==> src/rtl/nat_flow_rewriter_assert.svh <==
// Assertion macros for the flow rewriter.
`ifndef NAT_FLOW_REWRITER_ASSERT_SVH
`define NAT_FLOW_REWRITER_ASSERT_SVH

`define NFR_ASSERT_IMPL(lbl, ante, cons) \
  lbl: assert property (@(posedge clk) disable iff (!rst_n) (ante) |-> (cons)) \
    else $error("assertion failed");

`define NFR_ASSERT_NEXT(lbl, ante, cons) \
  lbl: assert property (@(posedge clk) disable iff (!rst_n) (ante) |=> (cons)) \
    else $error("assertion failed");

`endif

==> src/rtl/nfr_pkg.sv <==
`default_nettype none
package nfr_pkg;

  localparam int unsigned TableEntriesDef = 64;
  localparam int unsigned CfgIdxW = 3;
  localparam int unsigned CfgDataW = 32;
  localparam logic [15:0] MinTransport = 16'd8;
  localparam logic [7:0] ProtoTcp = 8'd6;
  localparam logic [7:0] ProtoUdp = 8'd17;
  localparam int unsigned QueueDepth = 2;

  localparam logic [CfgIdxW-1:0] REG_INPUT_MODE = 3'd0;
  localparam logic [CfgIdxW-1:0] REG_PAT_SRC_ADDR = 3'd1;
  localparam logic [CfgIdxW-1:0] REG_PAT_SRC_PORT = 3'd2;
  localparam logic [CfgIdxW-1:0] REG_PAT_DST_ADDR = 3'd3;
  localparam logic [CfgIdxW-1:0] REG_PAT_DST_PORT = 3'd4;
  localparam logic [CfgIdxW-1:0] REG_VAR_TOP = 3'd5;
  localparam logic [CfgIdxW-1:0] REG_VAR_TARGET = 3'd6;

  localparam logic [1:0] VERDICT_DROP = 2'd0;
  localparam logic [1:0] VERDICT_REWRITE = 2'd1;
  localparam logic [1:0] VERDICT_FULL = 2'd2;

  localparam logic [1:0] VAR_SRC_PORT = 2'd1;
  localparam logic [1:0] VAR_DST_ADDR = 2'd2;

  typedef struct packed {
    logic [7:0]  ip_protocol;
    logic [12:0] fragment_offset;
    logic [15:0] l4_len;
    logic [31:0] src_addr;
    logic [31:0] dst_addr;
    logic [15:0] src_port;
    logic [15:0] dst_port;
    logic [15:0] old_checksum;
  } in_item_t;

  typedef struct packed {
    logic [1:0]  verdict;
    logic        was_match;
    logic [31:0] out_src_addr;
    logic [31:0] out_dst_addr;
    logic [15:0] out_src_port;
    logic [15:0] out_dst_port;
    logic [15:0] new_checksum;
  } out_item_t;

  typedef struct packed {
    logic        input_mode;
    logic [31:0] pat_src_addr;
    logic [15:0] pat_src_port;
    logic [31:0] pat_dst_addr;
    logic [15:0] pat_dst_port;
    logic [31:0] var_top;
    logic [1:0]  var_target;
  } cfg_t;

  // queue entry between front and back
  typedef struct packed {
    logic     eligible;
    in_item_t hdr;
  } cls_item_t;

  typedef enum logic [2:0] {
    ST_IDLE,
    ST_FWD,
    ST_REV,
    ST_DECIDE,
    ST_EMIT
  } back_st_t;

  function automatic logic [15:0] csum_update(input logic [15:0] hc,
      input logic [31:0] os, input logic [31:0] od,
      input logic [31:0] ns, input logic [31:0] nd);
    logic [19:0] s;
    s = {4'd0, ~hc} + {4'd0, ~os[31:16]} + {4'd0, ns[31:16]}
      + {4'd0, ~os[15:0]} + {4'd0, ns[15:0]}
      + {4'd0, ~od[31:16]} + {4'd0, nd[31:16]}
      + {4'd0, ~od[15:0]} + {4'd0, nd[15:0]};
    s = {4'd0, s[15:0]} + {16'd0, s[19:16]};
    s = {4'd0, s[15:0]} + {16'd0, s[19:16]};
    return ~s[15:0];
  endfunction

endpackage
`default_nettype wire

==> src/rtl/nfr_queue.sv <==
`default_nettype none
module nfr_queue (
  input  wire logic               clk,
  input  wire logic               rst_n,
  input  wire logic               push,
  input  wire nfr_pkg::cls_item_t wdata,
  input  wire logic               pop,
  output nfr_pkg::cls_item_t      rdata,
  output logic                    full,
  output logic                    empty
);
  localparam int unsigned Depth = nfr_pkg::QueueDepth;
  localparam int unsigned PtrW = $clog2(Depth);

  nfr_pkg::cls_item_t mem [Depth];
  logic [PtrW-1:0] wp_r, rp_r;
  logic [PtrW:0] cnt_r;

  assign full = (cnt_r == Depth[PtrW:0]);
  assign empty = (cnt_r == '0);
  assign rdata = mem[rp_r];

  always_ff @(posedge clk) begin
    if (push && !full) begin
      mem[wp_r] <= wdata;
    end
  end

  always_ff @(posedge clk) begin
    if (!rst_n) begin
      wp_r <= '0;
      rp_r <= '0;
      cnt_r <= '0;
    end else begin
      if (push && !full) wp_r <= wp_r + 1'b1;
      if (pop && !empty) rp_r <= rp_r + 1'b1;
      cnt_r <= cnt_r + {{PtrW{1'b0}}, push && !full} - {{PtrW{1'b0}}, pop && !empty};
    end
  end
endmodule
`default_nettype wire

==> config.mk <==
export PLATFORM = sky130hd
export DESIGN_NAME = nfr_queue
export DESIGN_NICKNAME = d
export VERILOG_FILES = /design/src/rtl/nat_flow_rewriter_assert.svh /design/src/rtl/nfr_pkg.sv /design/src/rtl/nfr_queue.sv
export SDC_FILE = /design/constraint.sdc
export NUM_CORES = 1
export LEC_CHECK = 0
export BUFFER_PORTS_ARGS = -buffer_cell sky130_fd_sc_hd__clkbuf_2
export CORE_MARGIN = 4
export CORE_UTILIZATION = 40
export DETAILED_ROUTE_END_ITERATION = 6
export GPL_TIMING_DRIVEN = 0
export PLACE_DENSITY = 0.64
export SETUP_SLACK_MARGIN = 0.1
export SLEW_MARGIN = 20
export SYNTH_ARGS = -nofsm -noshare
export SYNTH_HDL_FRONTEND = slang
export SYNTH_SLANG_ARGS = --single-unit
==> constraint.sdc <==
create_clock -name clk -period 10.62 [get_ports clk]
set_input_delay 0 -clock clk [delete_from_list [all_inputs] [get_ports clk]]
set_output_delay 0 -clock clk [all_outputs]
set_load 0.02 [all_outputs]
* Yosys cells after proc, flatten, opt, wreduce, memory -nomap -nowiden
Memory sizes are Yosys's and may differ from the RTL's. A register that Yosys moved wholly into a read port is not among the register bits. Cells that the tools add are included.
Cells by class: $add $sub $neg 4, reductions and logical operators 5, equality and inequality tests 1, mux-type cells 4
Operators by type and width (count):
- 2-to-1 mux 1 bit | 4
- adder 1 bit, second input constant | 2
- adder 2 x 1 -> 2 bit | 1
- == test 2 bit, second input constant | 1
- logical AND 1 bit | 2
- zero test 1 bit | 2
- zero test 2 bit | 1
- subtractor 2 x 1 -> 2 bit | 1
Storage, ports and cells: input bits 154, register bits after elaboration 4, memories 1, memory bits (writable) 300
Memories:
- mem | depth 2, bits a word 150, rd ports 1, clocked after Yosys merged registers in 1, write ports 1, line nfr_queue.sv:15 | nfr_pkg::cls_item_t mem [Depth];

* Longest topological paths before layout
Gate-level depths: netlist of run 1.
depth after elaboration 5, depth in mapped cells 8, gate-level depth less buffers 8

* Least setup slack after synthesis of run 1
Ideal clock, no wire load.
path kind reg2reg, from register cnt_r[0], to memory mem[0][0] in the netlist's numbering (enable), setup slack 3.142 ns, required time 9.959 ns, stages on the path, launching flop included 4, clock period less this slack 7.478 ns, buffers on the path 0, data arrival time 6.816 ns, cell sequence dfxtp_1 -> nand2b_1 -> nand2_1 -> nor2_1
Between the ends: cells in the longest elaborated chain, start to end 5
Ends and longest elaborated chain:
- start, declared | line nfr_queue.sv:17 | logic [PtrW:0] cnt_r;
- start signal, assigned | line nfr_queue.sv:37 | cnt_r <= cnt_r + {{PtrW{1'b0}}, push && !full} - {{PtrW{1'b0}}, pop && !empty};
- == test 2 bit | line nfr_queue.sv:19 | assign full = (cnt_r == Depth[PtrW:0]);
- zero test 1 bit | line nfr_queue.sv:24 | if (push && !full) begin
- logical AND 1 bit | line nfr_queue.sv:24
- 2-to-1 mux 1 bit | line nfr_queue.sv:24
- 2-to-1 mux 1 bit (not written as such) | line nfr_queue.sv:25 | mem[wp_r] <= wdata;
- end, declared | line nfr_queue.sv:15
Every way passes these cells.

* Worst setup path in the final report of run 1
from register cnt_r[0], to memory mem[0][70] in the netlist's numbering (enable)
The elaborated chain is that of the path after synthesis.

==> results.json, run 1 <==
{
  "synth-main-ff-cell": "edfxtp_1",
  "relSlewSlack_pct": 60.0,
  "drcViolationCount": 0,
  "async_reset_ff_share_pct": 0,
  "synth_top_cell_by_area": "edfxtp_1",
  "finalSetupViolations": 0,
  "grt_max_degree": 45,
  "required_ns": 10.87,
  "start_kind": "flip-flop",
  "period_share_pct": 18.5,
  "end_kind": "flip-flop",
  "floorplan.initialDensity_pct": 41.0,
  "worstSetupPathType": "flip-flop to flip-flop",
  "min_to": "mem[1][5]$_DFFE_PP_",
  "status": "complete, no violations",
  "ctsHtreeMaxLevel": 1,
  "synth_nets": 648,
  "root_buffer": "clkbuf_16",
  "layout_common_cells": "305 x clkbuf_2, 300 x edfxtp_1, 153 x dlygate4sd3_1",
  "syn_area_per_cell_um2": 23.3,
  "hpwlAfterDp_um": 15900,
  "crit_fanout": 23,
  "cts.sinks": 305,
  "synth_area_leaders": "edfxtp_1 79%, mux2_4 13%, mux2_2 4.9%",
  "slew_violations": 0,
  "grt_pass1_wl_um": 37400,
  "vias_per_cell": 4.49,
  "synth_edf_count": 300,
  "max_freq_mhz": 510,
  "path_cells": "nand2b_1 -> nand2_1 -> nor2_4 -> buf_16 -> buf_12",
  "hold_start": "wdata[5]",
  "slowest_delay_ns": 0.50,
  "grt-ovfl-total": 0,
  "wl_um": 24100,
  "core_area_um2": 28000,
  "synth_warnings": 0,
  "vias": 6271,
  "clkPwrFrac_pct": 29.7,
  "comb_power_share_pct": 29.3,
  "p_leak_uw": 0.00645,
  "nets": 1149,
  "synth_seq_area_share_pct": 79.4,
  "synth_area_um2": 11500,
  "ys_ff_latch": 305,
  "maxCapViolCount": 0,
  "synthCells": 492,
  "finClkSkew_ns": 0.0131,
  "regToRegStartpoint": "cnt_r[0]$_SDFF_PN0_",
  "sequentialPowerShare_pct": 41.0,
  "hold_path.class": "input pin to flip-flop",
  "grtUsageTotal_pct": 15.0,
  "cp_slowest_cell": "nor2_4",
  "hold_viol_final": 0,
  "drt-pass1-iter-count": 4,
  "min_path_cells": 2,
  "cp_num_buf_inv": 2,
  "path_clk_slew_ns": 0.06,
  "path_delay_family": "simple AND/OR/NAND/NOR gates",
  "grt_antenna_before_repair": 2,
  "tritoncts": "done",
  "cts_buffers": 31,
  "post-route-min-period_ns": 1.96,
  "syn2layout_area_growth_pct": 42.5,
  "rrSetupSlack_ns": 8.66,
  "worstPathArrival_ns": 2.21,
  "clk_latency_ns": 0.55,
  "rows": 61,
  "internal-power_uw": 2700,
  "final_core_util_pct": 58.4,
  "io_pins": 306,
  "rsz0062_at_grt": "false",
  "r2r_end": "mem[0][70]$_DFFE_PP_",
  "worstMarginPinSlew_ns": 0.599,
  "avgRoutedWirePerCell_um": 17.2,
  "gp_congestion": 0.723,
  "swShare_pct": 28.4,
  "peakVddDrop_v": 0.000165,
  "grt_pass1_vias": 6881,
  "cts_hold_buf": 153,
  "total_power_uw": 3770,
  "cts_setup_buffers": 0,
  "p_sw_uw": 1070,
  "nFillCells": 2163,
  "detail-route-antenna-nets": 0,
  "r2r_cells": 5,
  "drive_gt1_share_pct": 52.2,
  "final_common_cell": "clkbuf_2",
  "io_buffers": 305,
  "dieArea_um2": 31500,
  "p_per_area_nw_per_um2": 231,
  "die_w_um": 177,
  "cts.repair.resized": 0,
  "synth_cell_types": 18,
  "clock_path_buffers": 3,
  "die_h_um": 177,
  "synth_top_area_share_pct": 78.5,
  "drt_iter0_drc": 240
}
[state kept, by name, indices dropped and copies added (netlist names), named ones only]
register and flops:
cnt_r 2, mem 300, rp_r 1, wp_r 1
[per-stage QoR]
step	setup TNS (ns)	hold slack, ns	worst slack [ns]	std cells	instance area (µm²)
after detailed placement	0	0.193	8.60	1185	13700
after global placement	-141.41	0.188	-0.954	1175	13500
after floorplan	0	0.0989	3.14	492	11500
final	0	0.183	8.66	1398	16300
after CTS	0	0.141	8.59	1395	16300
after global routing	0	0.157	8.52	1397	16300
[worst max-delay path by stage]
stage                     cells after the start  slack [ns]           startpoint                   end
after floorplan                               3        3.14  cnt_r[0]$_SDFF_PN0_   mem[0][0]$_DFFE_PP_
after global placement                        3       -0.95  cnt_r[0]$_SDFF_PN0_  mem[0][98]$_DFFE_PP_
after detailed placement                      5        8.60  cnt_r[0]$_SDFF_PN0_  mem[0][15]$_DFFE_PP_
after CTS                                     5        8.59  cnt_r[0]$_SDFF_PN0_   mem[0][6]$_DFFE_PP_
after global routing                          5        8.52  cnt_r[0]$_SDFF_PN0_  mem[0][14]$_DFFE_PP_
final                                         5        8.66  cnt_r[0]$_SDFF_PN0_  mem[0][70]$_DFFE_PP_
[power by group through the flow]
stage | registers [µW] | logic [µW] | clock network (µW)
detailed placement | 1570 | 1080 | 0
global route | 1560 | 1180 | 1210
finish | 1540 | 1100 | 1120
floorplan | 1600 | 715 | 0
global placement | 1630 | 1020 | 0
CTS | 1550 | 1130 | 1160
[cells by family (layout without fill, tap and decap cells)]
kind of cell	after synthesis	in the layout	synth area share [%]
other cells	0	3	0
fa+ha+maj	2	2	0.218
buf+inv	19	544	1.49
compound gates	1	1	0.0655
flops	305	305	79.4
xor+xnor	3	3	0.229
mux	151	151	18.1
simple gates	11	11	0.513
[final cells by class]
class,instances,area [µm²],share of cell area [%]
Timing Repair Buffer,468,3310,20.3
Tap cell,378,473,2.89
Buffer,17,164,1.00
Multi-Input combinational cell,168,2200,13.5
Clock buffer,38,822,5.03
Inverter,2,7.51,0.0459
Sequential cell,305,9110,55.7
Clock inverter,19,248,1.52
Antenna cell,3,7.51,0.0459
[synth_stat cells, types with 2 or more instances]
library cell    n
edfxtp_1      300
mux2_4        100
mux2_2         50
buf_6          11
buf_2           5
dfxtp_1         5
xnor2_1         3
and2_1          2
ha_1            2
inv_1           2
nand2_1         2
nand2b_1        2
nor2_1          2
nor2b_1         2
[metal layers]
layer	up-vias	wire (µm)	share of wire [%]	GRT usage, %
met4	0	596	2.5	3.42
met1	3032	9420	39	18.0
met2	228	12000	50	26.7
met5	-	0	0	0
met3	42	2030	8.4	4.62
li1	2969	-	-	-
Power figures use the tool's default switching activity.
==> run 2: changes to the inputs <==
- PLACE_DENSITY: 0.64 -> 0.67
- clock period: 10.62 -> 1.8 ns (I/O delays scaled with it)
==> run 2 against run 1 <==
Routed wire length up 11%; global-route usage up 0.64 points; setup slack worse by 8.7 ns; sequential power grew to 5.9 times the previous value; core utilization grew 3.9 points; clock-buffer cell count grew 1; via count increased by 4.2%; critical path depth did not move; non-clock buffer count rose by 23; cell area is 6.7% higher; sequential cell count is the same.
==> results.json, run 2 (synthesized netlist as in run 1, its figures left out) <==
{
  "status": "complete, no violations",
  "cts_buffers": 31,
  "io_pins": 306,
  "grt_pass1_wl_um": 38700,
  "drt-pass1-iter-count": 4,
  "grt_antenna_before_repair": 4,
  "crit_fanout": 10,
  "path_clk_slew_ns": 0.07,
  "grt_max_degree": 43,
  "clk_latency_ns": 0.55,
  "vias": 6535,
  "reg.largest.list": "mem (300), cnt_r (2)",
  "drcViolationCount": 0,
  "p_leak_uw": 0.00691,
  "detail-route-antenna-nets": 0,
  "required_ns": 1.80,
  "hpwlAfterDp_um": 16100,
  "tritoncts": "done",
  "worstMarginPinSlew_ns": 0.431,
  "avgRoutedWirePerCell_um": 18.7,
  "nets": 1173,
  "final_core_util_pct": 62.3,
  "relSlewSlack_pct": 71.2,
  "worstSetupPathType": "flip-flop to primary output",
  "root_buffer": "clkbuf_16",
  "rows": 61,
  "wl_um": 26700,
  "period_share_pct": 99.9,
  "hold_viol_final": 0,
  "final_common_cell": "edfxtp_1",
  "floorplan.initialDensity_pct": 41.0,
  "p_per_area_nw_per_um2": 1360,
  "die_w_um": 177,
  "vias_per_cell": 4.60,
  "syn2layout_area_growth_pct": 52.1,
  "ctsHtreeMaxLevel": 1,
  "grt-ovfl-total": 0,
  "worstPathArrival_ns": 1.80,
  "post-route-min-period_ns": 1.80,
  "fin_area_um2": 17400,
  "peakVddDrop_v": 0.000984,
  "maxCapViolCount": 0,
  "hold_path.class": "input pin to flip-flop",
  "nFillCells": 1970,
  "drt_iter0_drc": 289,
  "max_freq_mhz": 556,
  "top_register": "mem",
  "gp_congestion": 0.699,
  "end_kind": "primary output",
  "drive_gt1_share_pct": 53.0,
  "die_h_um": 177,
  "slew_violations": 0,
  "clock_path_buffers": 3,
  "grtUsageTotal_pct": 15.6,
  "cts.sinks": 305,
  "layout_common_cells": "300 x edfxtp_1, 206 x clkbuf_2, 153 x dlygate4sd3_1",
  "place_area_um2": 13800,
  "start_kind": "flip-flop",
  "finClkSkew_ns": 0.0132,
  "grt_pass1_vias": 7121,
  "io_buffers": 305,
  "finalSetupViolations": 0,
  "rsz0062_at_grt": "true",
  "largest_register_ffs": 300,
  "dieArea_um2": 31500,
  "core_area_um2": 28000
}
run 2: cell count changes in the layout (fill, tap and decap cells not counted), moves of 7 or more:
cell,delta
clkbuf_2,-99
clkbuf_8,+8
buf_12,+17
buf_4,+14
clkbuf_16,+7
mux2_4,+31
buf_8,+15
buf_2,+25
mux2_2,-31
buf_6,+30
run 2: layout make-up:
type | instances | area (µm²) | share of cell area (%)
Antenna cell | 3 | 7.51 | 0.0430
Buffer | 17 | 328 | 1.88
Clock buffer | 39 | 806 | 4.62
Clock inverter | 18 | 156 | 0.896
Inverter | 2 | 7.51 | 0.0430
Multi-Input combinational cell | 169 | 2340 | 13.4
Sequential cell | 305 | 9110 | 52.2
Tap cell | 378 | 473 | 2.71
Timing Repair Buffer | 491 | 4210 | 24.1
run 2: metal layers:
layer	wire (µm)	part of all wire, %	vias up	GRT usage, %
met4	744	2.8	4	4.71
met5	24	0.090	-	0
met1	10200	38	3199	19.0
met2	13600	51	248	27.6
li1	-	-	3025	-
met3	2060	7.7	59	4.13
run 2: stage by stage:
step	setup WS, ns	std cells	hold WS (ns)	power (µW)	TNS [ns]
floorplan	-1.36	492	0.0989	13500	-351.83
detailed placement	-0.292	1185	0.192	15700	-23.95
finish	0.00181	1422	0.185	23700	0
CTS	-0.0729	1407	0.155	23000	-5.56
global route	-0.0698	1421	0.173	24700	-5.03
global placement	-2.75	1175	0.189	15400	-726.66
run 2: path summary, 6_finish.rpt:
path	slack (ns)	cells past startpoint	startpoint	to
setup / recovery	0.002	5	flip-flop	rdata[42]
hold / removal	0.18	2	wdata[23]	mem[0][23]$_DFFE_PP_
setup reg to reg	0.16	6	cnt_r[0]$_SDFF_PN0_	mem[0][128]$_DFFE_PP_
hold reg to reg	0.56	2	rp_r$_SDFFE_PN0P_	rp_r$_SDFFE_PN0P_
run 2: where the power goes:
group	internal, µW	total, µW	switching (µW)
combinational	4460	8420	3960
clock	3570	6090	2520
sequential	8910	9150	240
run 2: what timing repair did:
action / in CTS / in global routing
pin swaps: 2 / 2
resized for setup: 104 / 209
buffers inserted: 7 / 6
hold buffers: 153 / 0
endpoints found under the setup margin: 390 / 198
hold endpoints to repair: 306 / 0
cloned: 5 / 6
run 2: critical path, stage by stage (launching register included):
cell and delay, ns:
dfxtp_2 0.34, buf_12 0.13, buf_12 0.15, buf_12 0.16
mux2_4 0.30, buf_2 0.17
