--- config.mk ---
export PLATFORM = sky130hd
export DESIGN_NAME = nfr_front
export DESIGN_NICKNAME = d
export VERILOG_FILES = /design/src/rtl/nat_flow_rewriter_assert.svh /design/src/rtl/nfr_pkg.sv /design/src/rtl/nfr_front.sv
export SDC_FILE = /design/constraint.sdc
export NUM_CORES = 1
export LEC_CHECK = 0
export ABC_AREA = 1
export BUFFER_PORTS_ARGS = -buffer_cell sky130_fd_sc_hd__buf_2
export CAP_MARGIN = 10
export CORE_AREA = 2 2 116 118
export CTS_BUF_LIST = sky130_fd_sc_hd__clkbuf_16
export DETAILED_ROUTE_END_ITERATION = 12
export DIE_AREA = 0 0 118 120
export PLACE_DENSITY = 0.85
export SLEW_MARGIN = 20
export SYNTH_ARGS = -nofsm -noshare
export SYNTH_HDL_FRONTEND = slang
export SYNTH_SLANG_ARGS = --single-unit
--- constraint.sdc ---
create_clock -name clk -period 1.24 [get_ports clk]
set_clock_uncertainty 0.1 [all_clocks]
set_input_delay 0.248 -clock clk [delete_from_list [all_inputs] [get_ports clk]]
set_output_delay 0.248 -clock clk [all_outputs]
set_load 0.01 [all_outputs]
--- src/rtl/nat_flow_rewriter_assert.svh ---
// Assertion macros for the flow rewriter.
`ifndef NAT_FLOW_REWRITER_ASSERT_SVH
`define NAT_FLOW_REWRITER_ASSERT_SVH

`define NFR_ASSERT_IMPL(lbl, ante, cons) \
  lbl: assert property (@(posedge clk) disable iff (!rst_n) (ante) |-> (cons)) \
    else $error("assertion failed");

`define NFR_ASSERT_NEXT(lbl, ante, cons) \
  lbl: assert property (@(posedge clk) disable iff (!rst_n) (ante) |=> (cons)) \
    else $error("assertion failed");

`endif

--- src/rtl/nfr_pkg.sv ---
`default_nettype none
package nfr_pkg;

  localparam int unsigned TableEntriesDef = 64;
  localparam int unsigned CfgIdxW = 3;
  localparam int unsigned CfgDataW = 32;
  localparam logic [15:0] MinTransport = 16'd8;
  localparam logic [7:0] ProtoTcp = 8'd6;
  localparam logic [7:0] ProtoUdp = 8'd17;
  localparam int unsigned QueueDepth = 2;

  localparam logic [CfgIdxW-1:0] REG_INPUT_MODE = 3'd0;
  localparam logic [CfgIdxW-1:0] REG_PAT_SRC_ADDR = 3'd1;
  localparam logic [CfgIdxW-1:0] REG_PAT_SRC_PORT = 3'd2;
  localparam logic [CfgIdxW-1:0] REG_PAT_DST_ADDR = 3'd3;
  localparam logic [CfgIdxW-1:0] REG_PAT_DST_PORT = 3'd4;
  localparam logic [CfgIdxW-1:0] REG_VAR_TOP = 3'd5;
  localparam logic [CfgIdxW-1:0] REG_VAR_TARGET = 3'd6;

  localparam logic [1:0] VERDICT_DROP = 2'd0;
  localparam logic [1:0] VERDICT_REWRITE = 2'd1;
  localparam logic [1:0] VERDICT_FULL = 2'd2;

  localparam logic [1:0] VAR_SRC_PORT = 2'd1;
  localparam logic [1:0] VAR_DST_ADDR = 2'd2;

  typedef struct packed {
    logic [7:0]  ip_protocol;
    logic [12:0] fragment_offset;
    logic [15:0] l4_len;
    logic [31:0] src_addr;
    logic [31:0] dst_addr;
    logic [15:0] src_port;
    logic [15:0] dst_port;
    logic [15:0] old_checksum;
  } in_item_t;

  typedef struct packed {
    logic [1:0]  verdict;
    logic        was_match;
    logic [31:0] out_src_addr;
    logic [31:0] out_dst_addr;
    logic [15:0] out_src_port;
    logic [15:0] out_dst_port;
    logic [15:0] new_checksum;
  } out_item_t;

  typedef struct packed {
    logic        input_mode;
    logic [31:0] pat_src_addr;
    logic [15:0] pat_src_port;
    logic [31:0] pat_dst_addr;
    logic [15:0] pat_dst_port;
    logic [31:0] var_top;
    logic [1:0]  var_target;
  } cfg_t;

  // queue entry between front and back
  typedef struct packed {
    logic     eligible;
    in_item_t hdr;
  } cls_item_t;

  typedef enum logic [2:0] {
    ST_IDLE,
    ST_FWD,
    ST_REV,
    ST_DECIDE,
    ST_EMIT
  } back_st_t;

  function automatic logic [15:0] csum_update(input logic [15:0] hc,
      input logic [31:0] os, input logic [31:0] od,
      input logic [31:0] ns, input logic [31:0] nd);
    logic [19:0] s;
    s = {4'd0, ~hc} + {4'd0, ~os[31:16]} + {4'd0, ns[31:16]}
      + {4'd0, ~os[15:0]} + {4'd0, ns[15:0]}
      + {4'd0, ~od[31:16]} + {4'd0, nd[31:16]}
      + {4'd0, ~od[15:0]} + {4'd0, nd[15:0]};
    s = {4'd0, s[15:0]} + {16'd0, s[19:16]};
    s = {4'd0, s[15:0]} + {16'd0, s[19:16]};
    return ~s[15:0];
  endfunction

endpackage
`default_nettype wire

--- src/rtl/nfr_front.sv ---
`default_nettype none
module nfr_front (
  input  wire logic                clk,
  input  wire logic                rst_n,
  input  wire logic                take,
  input  wire nfr_pkg::in_item_t   hdr,
  output nfr_pkg::cls_item_t       cls_r
);
  nfr_pkg::cls_item_t cls_nxt;

  always_comb begin
    cls_nxt.hdr = hdr;
    cls_nxt.eligible = (hdr.ip_protocol == nfr_pkg::ProtoTcp
                        || hdr.ip_protocol == nfr_pkg::ProtoUdp)
                       && hdr.fragment_offset == 13'd0
                       && hdr.l4_len >= nfr_pkg::MinTransport;
  end

  always_ff @(posedge clk) begin
    if (!rst_n) begin
      cls_r <= '0;
    end else if (take) begin
      cls_r <= cls_nxt;
    end
  end
endmodule
`default_nettype wire

# == Word-level counts from Yosys, hierarchy flattened ==
# Cells that the tools add are included.
# op_classes
order_cmp,1
eq_ne,2
reduce_logical,4
# ops
cell,n
16-bit by 4-bit greater-or-equal comparator with 1-bit output (second input constant),1
13-bit logical NOT,1
8-bit by 3-bit == test with 1-bit output (second input constant),1
8-bit by 5-bit == test with 1-bit output (second input constant),1
1-bit logical AND,2
1-bit logical OR,1
# word_totals
register_bits,150
inputBits,152
out_inout_bits,150
elab_cells,16

# == Longest topological paths before layout ==
# Gate-level depths: netlist (run 1).
# logic_depth
ltp_word,4
ltp_mapped,7
depth_no_buf,7

# == Worst setup path before layout (run 1) ==
# OpenSTA, ideal clock, no wires.
# synth_path
path_kind,input -> register
startpoint,in take
endpoint,reg cls_r[106] in the netlist's numbering
setup_ps,116
arrival_time_ps,830
required_time_ps,1024
slack_ps,194
cell_stages,6
path_cell_list,buf_4 -> inv_2 -> buf_6 -> buf_4 -> nor2_1 -> nor2_1
# synth_lines
element,line,source
"start, declared",nfr_front.sv:5,"input wire logic take,"
"end signal, assigned",nfr_front.sv:23,cls_r <= cls_nxt;
"end, declared",nfr_front.sv:7,output nfr_pkg::cls_item_t cls_r

# == Worst setup path after layout (run 1) ==
# layout_path
startpoint,in hdr[145] in the netlist's numbering
endpoint,reg cls_r[149] in the netlist's numbering
# layout_via
elab_chain_len,4
# layout_rtl
element,line,source
"start, declared",nfr_front.sv:6,"input wire nfr_pkg::in_item_t hdr,"
8-bit by 3-bit == test with 1-bit output / 8-bit by 5-bit == test with 1-bit output (equally long branches),"nfr_front.sv:13, nfr_front.sv:14",
1-bit logical OR *,nfr_front.sv:14,|| hdr.ip_protocol == nfr_pkg::ProtoUdp)
1-bit logical AND *,nfr_front.sv:15,&& hdr.fragment_offset == 13'd0
1-bit logical AND *,nfr_front.sv:16,&& hdr.l4_len >= nfr_pkg::MinTransport;
# Mark *: on every way between the ends. The rest lies on a longest branch, timed or not.
# A chain may end at the register's enable or synchronous reset.

==> metrics list, run 1 <==
* Status: finished with violations
* Failing checks: negative setup slack
- Number of top-level design ports: 302
* Period utilisation layout: 109%
- The register with the most flip-flops in the layout has 150 of them.
- Num CTS Buffers: 17
* Routability Congestion: 0.887
* Clk sink count: 150
- Synth Warn #: 0
- Worst-case setup margin in the final layout: -0.108 ns
- The placed instances occupy a cell area of 0.00697 mm2.
- Final wirelength: 24900 um
- The final layout contains 1269 nets.
- Fill count: 686
* Unrepaired setup endpoints after global routing: yes
- Before CTS, the worst setup slack after placement is 0.0677 ns.
- CP Cell Sequence: dlygate4sd3_1 > buf_2 > inv_2 > nand2_1 > nor2_1 > nand2_1 > nand2_2 > nand3_2 > a21oi_2
- Max-cap violation count: 0
- The die covers 0.0142 mm2.
* Relative slew slack: 78.6%
* Net count after synthesis: 839
- Summing the sequential cell areas from Yosys gives 56.7% of the chip area.
* DR iter-0 viols: 878
- Setup violations remaining at the end of the flow were counted as 2.
- The H-tree was split into 4 levels.
- The setup path with the least slack is of type in -> reg.
* Adder-cell area share of the yosys netlist: 0%
- Measured along the y axis, the die boundary spans 120 um.
- The multi-input combinational cells in the finished layout cover a total of 0.00203 mm2.
- In this run the worst hold path is classified as in -> reg.
- Remaining Overflow, GRT: 0
* Mapped Cells: 687
- Maximum cell stage delay along the critical path: 0.55 ns
- Crit path DAT: 1.59 ns
- Leading post-synthesis cells by cell area: sky130_fd_sc_hd__dfxtp_1 (57%), sky130_fd_sc_hd__nor2_1 (20%), sky130_fd_sc_hd__o21ai_0 (14%), sky130_fd_sc_hd__buf_2 (2.0%), sky130_fd_sc_hd__a21oi_1 (1.5%)
- Relative to the synthesized area, the layout overhead comes to 90.0%.
- Cells with a size suffix above 1 make up 45.7% of the layout.
- Initial core utilization: 40.8%
- The worst setup path is launched from a primary input.
- Derived from the worst setup path, the maximum achievable clock frequency is 742 MHz.
* Number of synthesized register bits: 150
- Global-route wire length before repair: 31900 um
- The number of global-route vias before repair was 6523.
* Via total after detailed routing: 7015
- The register with the most flip-flops in the final layout is cls_r.
* Total standard cell area after synthesis: 0.00529 mm2
- Vias per std cell: 5.36
- The number of different library cells used by synthesis comes to 14.
- The number of endpoints with negative hold slack in the final report was 0.
- The initial antenna violation count was 1.
* Die X-Extent: 118 um
* Cell at the slowest stage of the critical path: sky130_fd_sc_hd__dlygate4sd3_1
- Leaving out fill and tap cells, the most frequent cell in the layout is sky130_fd_sc_hd__nor2_1.
- After layout, the minimum clock period comes to 1.35 ns.
- P_leak: 4.74 nW
- TritonCTS built the clock tree.
- Detailed placement ended at an HPWL of 10600 um.
- Global routing used 28.1% of the available tracks.
- Post-synthesis simple-gate area fraction: 21.8%
- Summing the areas of all compound-gate instances in the mapped netlist gives 15.6% of the synthesized area.
- Most used cells in the layout excluding fill and tap cells: sky130_fd_sc_hd__nor2_1 (279), sky130_fd_sc_hd__buf_2 (172), sky130_fd_sc_hd__o21ai_0 (149), sky130_fd_sc_hd__dfxtp_2 (148), sky130_fd_sc_hd__dlygate4sd3_1 (143)
- For this design the ratio of total power to cell area is 1330 mW/mm2.
* Detailed-router iteration count before antenna repair: 6
- Later-pin clock latency in the skew report: 0.41 ns
- Mean instance size in the synthesized netlist: 7.71 um2
* Clock root buffer: sky130_fd_sc_hd__clkbuf_16
- Per-cell routed wire length: 19.0 um
- After detailed routing, the number of remaining DRC violations is 0.
- In this run the biggest area consumer among cell types represents 56.7% of the synthesized area.
* Final max-slew violation count: 0
- Entering global routing, the biggest net connects 73 pins.
- Multiplexer cells account for 0% of the synthesized area.
- Core Area: 0.0130 mm2
- Delay-heaviest family, CP: buffers and inverters
- In the final layout, the registers with the most flip-flops are cls_r x150.
- The critical path contains buffers and inverters numbering 3 combined.
* Slew at the pin with the worst max-slew slack: 0.318 ns
- Clock-pin slew was measured on the worst setup and hold paths at 0.06 ns.
* Maximum fanout along the worst path: 2
- Post-Layout Inst Area: 0.0101 mm2
- The count of buffers added on input and output ports is 301.
- No sink is reached through more buffers than the 2 on the longest clock path.
- Peak supply drop: 0.00121 V
- By area, the combinational part of the netlist is dominated by simple AND/OR/NAND/NOR gates.
- Residual antenna-violating net count after detailed routing: 0
- Most prevalent standard cell on the critical path: sky130_fd_sc_hd__nand2_1
- Summing the areas of all xor and xnor instances in the mapped netlist gives 0% of the synthesized area.
- The synthesized design spends more area on one cell type than any other, namely sky130_fd_sc_hd__dfxtp_1.
- # rows: 42
* Sequential cell area in the final layout: 0.00319 mm2
- Required time at the worst-slack endpoint: 1.48 ns
- The worst setup path is captured at a register.
metal layers:
metal | GRT usage, % | vias up | routed length, um | share of wire (%)
met5 | 0 | - | 0 | 0
met4 | 16.2 | 0 | 1570 | 6.3
met3 | 10.2 | 161 | 2460 | 9.9
met2 | 48.9 | 581 | 12500 | 50
met1 | 29.2 | 3219 | 8340 | 34
li1 | - | 3054 | - | -
tightest hold or removal path: cells and delay by family:
kind | cells | cell delay [ns]
buffers and inverters | 1 | 0.11
and+or+nand+nor | 2 | 0.16
layout make-up:
| type | count | area share (%) |
|---|---|---|
| Antenna cell | 2 | 0.0498 |
| Clock buffer | 17 | 4.23 |
| Clock inverter | 15 | 2.08 |
| Inverter | 17 | 0.659 |
| Multi-Input combinational cell | 472 | 20.1 |
| Sequential cell | 150 | 31.7 |
| Tap cell | 176 | 2.19 |
| Timing Repair Buffer | 459 | 39.0 |
power breakdown:
group          switching, mW  internal (mW)  leakage [nW]
combinational           1.09           1.24          3.13
clock                   2.04           3.55         0.317
sequential             0.251           5.23          1.29
total                   3.38           10.0          4.74
cells in the mapped netlist, drive strengths merged:
cell / instances
nor2: 286
dfxtp: 150
nand3: 2
clkbuf: 19
inv: 17
a21oi: 16
nand2: 19
buf: 29
o21ai: 149
kinds of logic after synthesis:
group	after synthesis
compound gates	165
simple gates	307
buf+inv	65
flops	150
through the flow:
step	std cells	hold WS [ns]	total power [mW]	utilization, %	setup TNS, ns
final	1308	0.0439	13.4	77.5	-0.114
after global routing	1307	0.0349	13.8	77.5	-0.835
after CTS	1307	0.00724	12.8	70.6	0
after detailed placement	1129	0.366	6.85	53.7	0
after global placement	1129	0.369	6.82	53.7	0
after floorplan	687	0.283	6.11	-	0
final timing paths:
kind              startpoint          to  slack [ns]  cells after the start
setup / recovery    hdr[145]  cls_r[149]       -0.11                      9
hold / removal       hdr[89]   cls_r[89]        0.04                      3
setup reg to reg  cls_r[128]  cls_r[128]        0.23                      3
hold reg to reg   cls_r[115]  cls_r[115]        0.39                      2
timing repair:
item / in CTS / in global routing
hold endpoints to repair: 146 / 0
buffers inserted: 0 / 8
gates cloned: 0 / 0
pin swaps: 0 / 15
hold buffers: 146 / 0
resized for setup: 58 / 244
endpoints found under the setup margin: 49 / 144
Power figures use the tool's default switching activity.
==> run 2, diff against run 1 <==
CTS_BUF_LIST = not set   (was sky130_fd_sc_hd__clkbuf_16)
==> run 2 against run 1 <==
- the run still ends with negative setup slack left
- combinational power grew 2%
- register-to-register slack got worse by 0.09 ns
- final area increased by 1.1%
- first-iteration DRC count down 16%
- core utilization increased by 0.88 points
- sequential share of layout area shrank 0.35 points
- routed wire length grew 3.2%
- setup slack better by 0.068 ns
- sequential power about the same
- clock power increased by 3.9%
- flip-flop and latch count unchanged
- die area unchanged
- largest power group unchanged
==> metrics list, run 2 (synthesized netlist as in run 1, its figures left out) <==
- Via total after detailed routing: 7111
- Per-cell routed wire length: 19.7 um
- In this run the static leakage power is 4.76 nW.
- Slew at the pin with the worst max-slew slack: 0.335 ns
- Hold path startpoint: hdr[134]
* Total power: 13.7 mW
* Fill count: 677
- The detail route stage leaves a number of antenna-violating nets equal to 0.
- After layout, the worst path uses 103% of the clock period.
* Total Die Area: 0.0142 mm2
- The register with the most flip-flops in the layout has 150 of them.
- The die is 118 um wide.
- Most common cell after layout, fill and taps aside: sky130_fd_sc_hd__nor2_1
- Clock edge transition at the registers on the reported setup and hold paths: 0.06 ns
- Worst setup slack for register-to-register paths: 0.14 ns
- Launch point of the worst reg-to-reg path: cls_r[2]
* Core Area: 0.0130 mm2
- Overall die height: 120 um
- Critical Setup Path Class: in -> reg
- Max Clk Rate: 782 MHz
- Status: finished with violations
* Max-cap violation count: 0
- Detailed-router iteration count before antenna repair: 7
* Initial core utilization: 40.8%
- Cell at the slowest stage of the critical path: sky130_fd_sc_hd__dlygate4sd3_1
- The number of endpoints with negative hold slack in the final report is 0.
* Final wirelength: 25600 um
* Most used cells in the layout excluding fill and tap cells: sky130_fd_sc_hd__nor2_1 (273), sky130_fd_sc_hd__buf_2 (163), sky130_fd_sc_hd__o21ai_0 (149), sky130_fd_sc_hd__dfxtp_2 (148), sky130_fd_sc_hd__dlygate4sd3_1 (142)
- The first global-routing pass estimated 32200 um of wire.
- Traced cell by cell, the critical path runs through dlygate4sd3_1 > buf_2 > nor2_2 > nand2_1 > nor2_2 > nand2_1 > nand3_2 > a21oi_2.
- Crit path DAT: 1.49 ns
* Peak supply drop: 0.00120 V
- Registers take 0.00319 mm2.
* Startpoint types: primary input
* Share of final-layout standard cells stronger than drive strength 1: 47.3%
- Number of antenna violations at the first check in global routing: 1
- Routability Congestion: 0.887
* Largest buffer count on any clock path: 2
* Worst-case setup margin in the final layout: -0.0394 ns
- The floorplan has 42 rows.
- Remaining Overflow, GRT: 0
* Num CTS Buffers: 17
* Worst-case hold path end point: cls_r[134]
- The number of global-route vias before repair came to 6510.
- Subtracting the final worst setup slack from the clock period gives 1.28 ns.
* DP Wirelength: 10600 um
* Number of top-level design ports: 302
- The H-tree generated during clock tree synthesis spans 4 levels.
- CTS tree: yes
* Endpoint of the most critical register-to-register path: cls_r[2]
- Along the worst path, the maximum fanout reaches 2.
* Failing checks: negative setup slack
- For this design the ratio of total power to cell area is 1340 mW/mm2.
* Final max-slew violation count: 0
- Setup violations remaining at the end of the flow were counted as 2.
- Worst min path class: in -> reg
- Later-pin clock latency in the skew report: 0.41 ns
- The largest registers in the layout are cls_r x150.
* Area of combinational cells with multiple inputs: 0.00209 mm2
* Count of unresolved DRC violations after routing: 0
- The number of cells on the worst reg-to-reg path is 3.
- In this design, the stage delay of the slowest critical-path cell is 0.54 ns.
* Type of element capturing the critical path: register
* Clock root buffer: sky130_fd_sc_hd__clkbuf_16
- Entering global routing, the biggest net connects 73 pins.
- For this design, the sink count on the clock tree is 150.
* Vias per std cell: 5.45
- At the end of the flow, the number of nets in the layout was 1266.
- DR iter-0 viols: 737
* Required time at the worst-slack endpoint: 1.45 ns
- In this run the tool buffered the top-level ports with 301 buffer cells.
- Unrepaired setup endpoints after global routing: yes
* P&R area growth vs syn: 92.2%
- In this run the tightest slew margin relative to its limit is 77.4%.
- Counting flops per register, the top entry is cls_r.
- Worst Setup Slack post-DPL: 0.0677 ns
* Worst hold path depth: 3
- Across every metal layer, demand over resource in global routing totals 28.4%.
==> run 2: changes by cell type in the layout (fill, tap and decap cells not counted), moves of 3 or more <==
cell / change
sky130_fd_sc_hd__clkinv_1: -3
sky130_fd_sc_hd__clkbuf_8: +3
sky130_fd_sc_hd__nor2_4: +4
sky130_fd_sc_hd__nand2_1: -9
sky130_fd_sc_hd__buf_2: -9
sky130_fd_sc_hd__buf_6: +5
sky130_fd_sc_hd__nand2_2: +8
sky130_fd_sc_hd__nor2_1: -6
==> run 2: worst max-delay path by stage <==
stage | startpoint | to | slack (ns) | cells after the start
global route | hdr[133] | cls_r[149] | -0.05 | 7
detailed placement | take | cls_r[140] | 0.07 | 4
floorplan | take | cls_r[106] | 0.19 | 6
CTS | cls_r[138] | cls_r[138] | -0.002 | 1
global placement | hdr[131] | cls_r[149] | 0.1 | 8
finish | hdr[124] | cls_r[149] | -0.04 | 8
==> run 2: layout make-up <==
class / count / area share (%)
repair buffers: 456 / 38.7
flip-flops and latches: 150 / 31.3
multi-input cells: 472 / 20.6
clock buffers: 22 / 4.66
well taps: 176 / 2.16
clock inverters: 10 / 1.87
inverters: 17 / 0.652
diodes: 2 / 0.0492
==> run 2: what timing repair did <==
item                       in CTS  in global routing
setup endpoints to repair      67                138
setup buffers                   0                  9
gates resized for setup        80                250
hold endpoints to repair      145                  0
hold buffers                  145                  0
pin swaps                       0                 22
==> run 2: per-layer routing <==
| metal | GRT usage (%) | wire length (um) | vias to the layer above |
|---|---|---|---|
| met5 | 0 | 0 | - |
| met4 | 16.4 | 1600 | 0 |
| met3 | 10.4 | 2410 | 156 |
| met2 | 49.3 | 13000 | 578 |
| met1 | 29.7 | 8590 | 3323 |
| li1 | - | - | 3054 |
==> run 2: metrics by stage <==
stage | util (%) | TNS [ns] | std cells | hold slack, ns | instance area (um2)
3_3_place_gp | 53.7 | 0 | 1129 | 0.369 | 6970
4_1_cts | 71.1 | -0.00189 | 1306 | 0.00350 | 9240
3_5_place_dp | 53.7 | 0 | 1129 | 0.366 | 6970
5_1_grt | 78.4 | -0.768 | 1304 | 0.00685 | 10200
2_1_floorplan | - | 0 | 687 | 0.283 | 5290
6_report | 78.4 | -0.0457 | 1305 | 0.0398 | 10200
==> run 2: power by group <==
group	internal [mW]	total (mW)	switching [mW]
clock network	3.76	5.82	2.06
logic	1.25	2.37	1.12
registers	5.23	5.48	0.253
total	10.2	13.7	3.44
==> run 2: critical path, delay by kind of cell <==
kind | cells | cell delay [ns]
buf+inv | 2 | 0.69
simple gates | 5 | 0.49
compound gates | 1 | 0.05
==> run 3, diff against run 2 <==
MAX_ROUTING_LAYER = met4   (was not set)
SETUP_SLACK_MARGIN = 0.4   (was not set)
SKIP_LAST_GASP = 1   (was not set)
==> run 3 against run 2 <==
- the run ends with negative hold slack, negative setup slack left
- fmax fell by 0.32%
- highest routed layer unchanged
- final cell count rose by 2.5%
- first-iteration DRC count rose by 11%
- largest power group is now registers
==> metrics list, run 3 (synthesized netlist as in run 1, its figures left out) <==
* Reg with most FFs: cls_r
- Number of placed instances with taps included: 1140
* Most common cell after layout, fill and taps aside: sky130_fd_sc_hd__nor2_1
- TritonCTS built the clock tree.
- The critical path is of the reg -> out type.
- The final-report max-slew violation count came to 0.
- Of the cells placed in the final design, the portion with a size suffix greater than 1 is 58.6%.
* Final setup violating endpoints: 24
- The detail route stage leaves a number of antenna-violating nets equal to 0.
- Post-CTS Hold Buffers: 126
- In the layout the commonest cells are sky130_fd_sc_hd__nor2_1 (190), sky130_fd_sc_hd__buf_6 (169), sky130_fd_sc_hd__buf_2 (149), sky130_fd_sc_hd__dfxtp_2 (147), sky130_fd_sc_hd__dlymetal6s4s_1 (99).
- The analysis attributes to cell leakage a power of 5.85 nW.
* Count of unresolved DRC violations after routing: 0
- Util after Layout: 86.6%
- Status: finished with violations
- Data on the critical path is required at its endpoint by 0.89 ns.
- Of all nets on the critical path, the largest fanout is 2.
- Power spread over the standard cell area amounts to 1240 mW/mm2.
- Summed over all layers, the global routing overflow is 0.
* Overall die height: 120 um
* Largest net degree at the start of global routing: 72
- Number of top-level design ports: 302
- Number of global-route vias before repair: 7358
- After detailed routing, the total wire length is 31000 um.
* Worst setup slack for register-to-register paths: 0.20 ns
* Worst path bufs/invs: 1
* Worst setup path start: cls_r[140]
* Fin. Hold Viols: 5
- Number of buffers added on ports: 301
- Clock tree synthesis found a total of 150 sinks.
- Delay-heaviest family, CP: flip-flops
- Biggest registers after layout: cls_r x150
- Walking the worst path, the cells encountered are buf_6.
- Total Die Area: 0.0142 mm2
- Buffers inserted during clock tree synthesis total 17.
* DR iter-0 viols: 817
- Fill count: 517
- The first TritonRoute pass finished after 5 iterations.
- Summing over every cut layer, the via total after detailed routing is 7654.
- The H-tree generated during clock tree synthesis spans 4 levels.
- Global-route wire length before repair: 37800 um
* Clock root buffer: sky130_fd_sc_hd__clkbuf_16
- The worst setup path is launched from a register.
- Hold_ws: -0.0257 ns
* Worst-case setup margin in the final layout: -0.0435 ns
- The finished layout holds 1337 standard cells, fillers aside.
* Routability Congestion: 0.850
* Launch point of the worst reg-to-reg path: cls_r[13]
* Type of element capturing the critical path: output pin
* Number of antenna violations at the first check in global routing: 2
- At the pin with the least slew margin, the transition time is 0.391 ns.
- In this run the most critical hold path is launched from hdr[69].
- Global routing used 34.9% of the available tracks across all layers.
- After floorplanning, the core was divided into 42 placement rows.
- Max-cap violation count: 0
- Core Area: 0.0130 mm2
- Failing checks: negative hold slack, negative setup slack
- Period utilisation layout: 104%
- Vias per std cell: 5.72
- Initial core utilization: 40.8%
* Final period demand of the worst path: 1.28 ns
* Later-pin clock latency in the skew report: 0.42 ns
* Peak supply drop: 0.000830 V
* Per-cell routed wire length: 23.2 um
* Crit path DAT: 0.94 ns
* Largest buffer count on any clock path: 2
* Relative slew slack: 73.8%
- For this run, the top clock speed supported by timing is 779 MHz.
- Cell at the slowest stage of the critical path: sky130_fd_sc_hd__dfxtp_1
- DP Wirelength: 10900 um
* P&R area growth vs syn: 112%
* Clock edge transition at the registers on the reported setup and hold paths: 0.06 ns
* Count of nets after finishing: 1300
* Maximum cell stage delay along the critical path: 0.38 ns
- Setup repair after global routing could not meet its margin everywhere.
- From left edge to right edge, the die measures 118 um.
* Max FFs per register: 150
- Worst min path class: in -> reg
==> run 3: area by class of cell <==
cell class              instances  area, um2  share of cell area, %
flip-flops and latches        150       3190                   28.4
diodes                          2       5.00                 0.0445
repair buffers                490       4720                   42.0
inverters                      17       71.3                  0.634
well taps                     176        220                   1.96
clock buffers                  23        488                   4.34
clock inverters                 7        119                   1.06
multi-input cells             472       2430                   21.6
==> run 3: path summary, 6_finish.rpt <==
path / to / cells past startpoint
max: cls_r[140] / 1
min: cls_r[69] / 3
max reg2reg: cls_r[13] / 2
min reg2reg: cls_r[149] / 2
==> run 3: where the power goes <==
group          leakage (nW)  internal, mW  switching, mW
Clock                 0.292          3.37           2.09
Sequential             1.29          5.23          0.320
Combinational          4.27          1.59           1.38
Total                  5.85          10.2           3.78
==> run 3: repair_timing <==
| action | CTS | global route |
|---|---|---|
| endpoints found under the hold margin | 145 | 3 |
| cloned | 0 | 4 |
| endpoints found under the setup margin | 150 | 284 |
| resized for setup | 296 | 290 |
| pin swaps | 0 | 183 |
| buffers inserted | 18 | 17 |
==> run 3: metrics by stage <==
step | cell area, um2 | TNS, ns | setup slack [ns] | power, mW
5_1_grt | 11200 | -1.30 | -0.0572 | 14.3
4_1_cts | 10200 | -0.000248 | -0.000248 | 13.1
2_1_floorplan | 5410 | 0 | 0.267 | 6.19
3_5_place_dp | 7090 | 0 | 0.0437 | 6.94
3_3_place_gp | 7090 | 0 | 0.0982 | 6.90
6_report | 11200 | -0.324 | -0.0435 | 14.0
==> run 3: routing by layer <==
metal / vias up / wire length [um] / global-route usage (%)
li1: 3132 / - / -
met1: 3541 / 10200 / 35.4
met2: 718 / 15100 / 59.9
met3: 263 / 3160 / 8.70
met4: 0 / 2530 / 23.3
met5: - / 0 / -
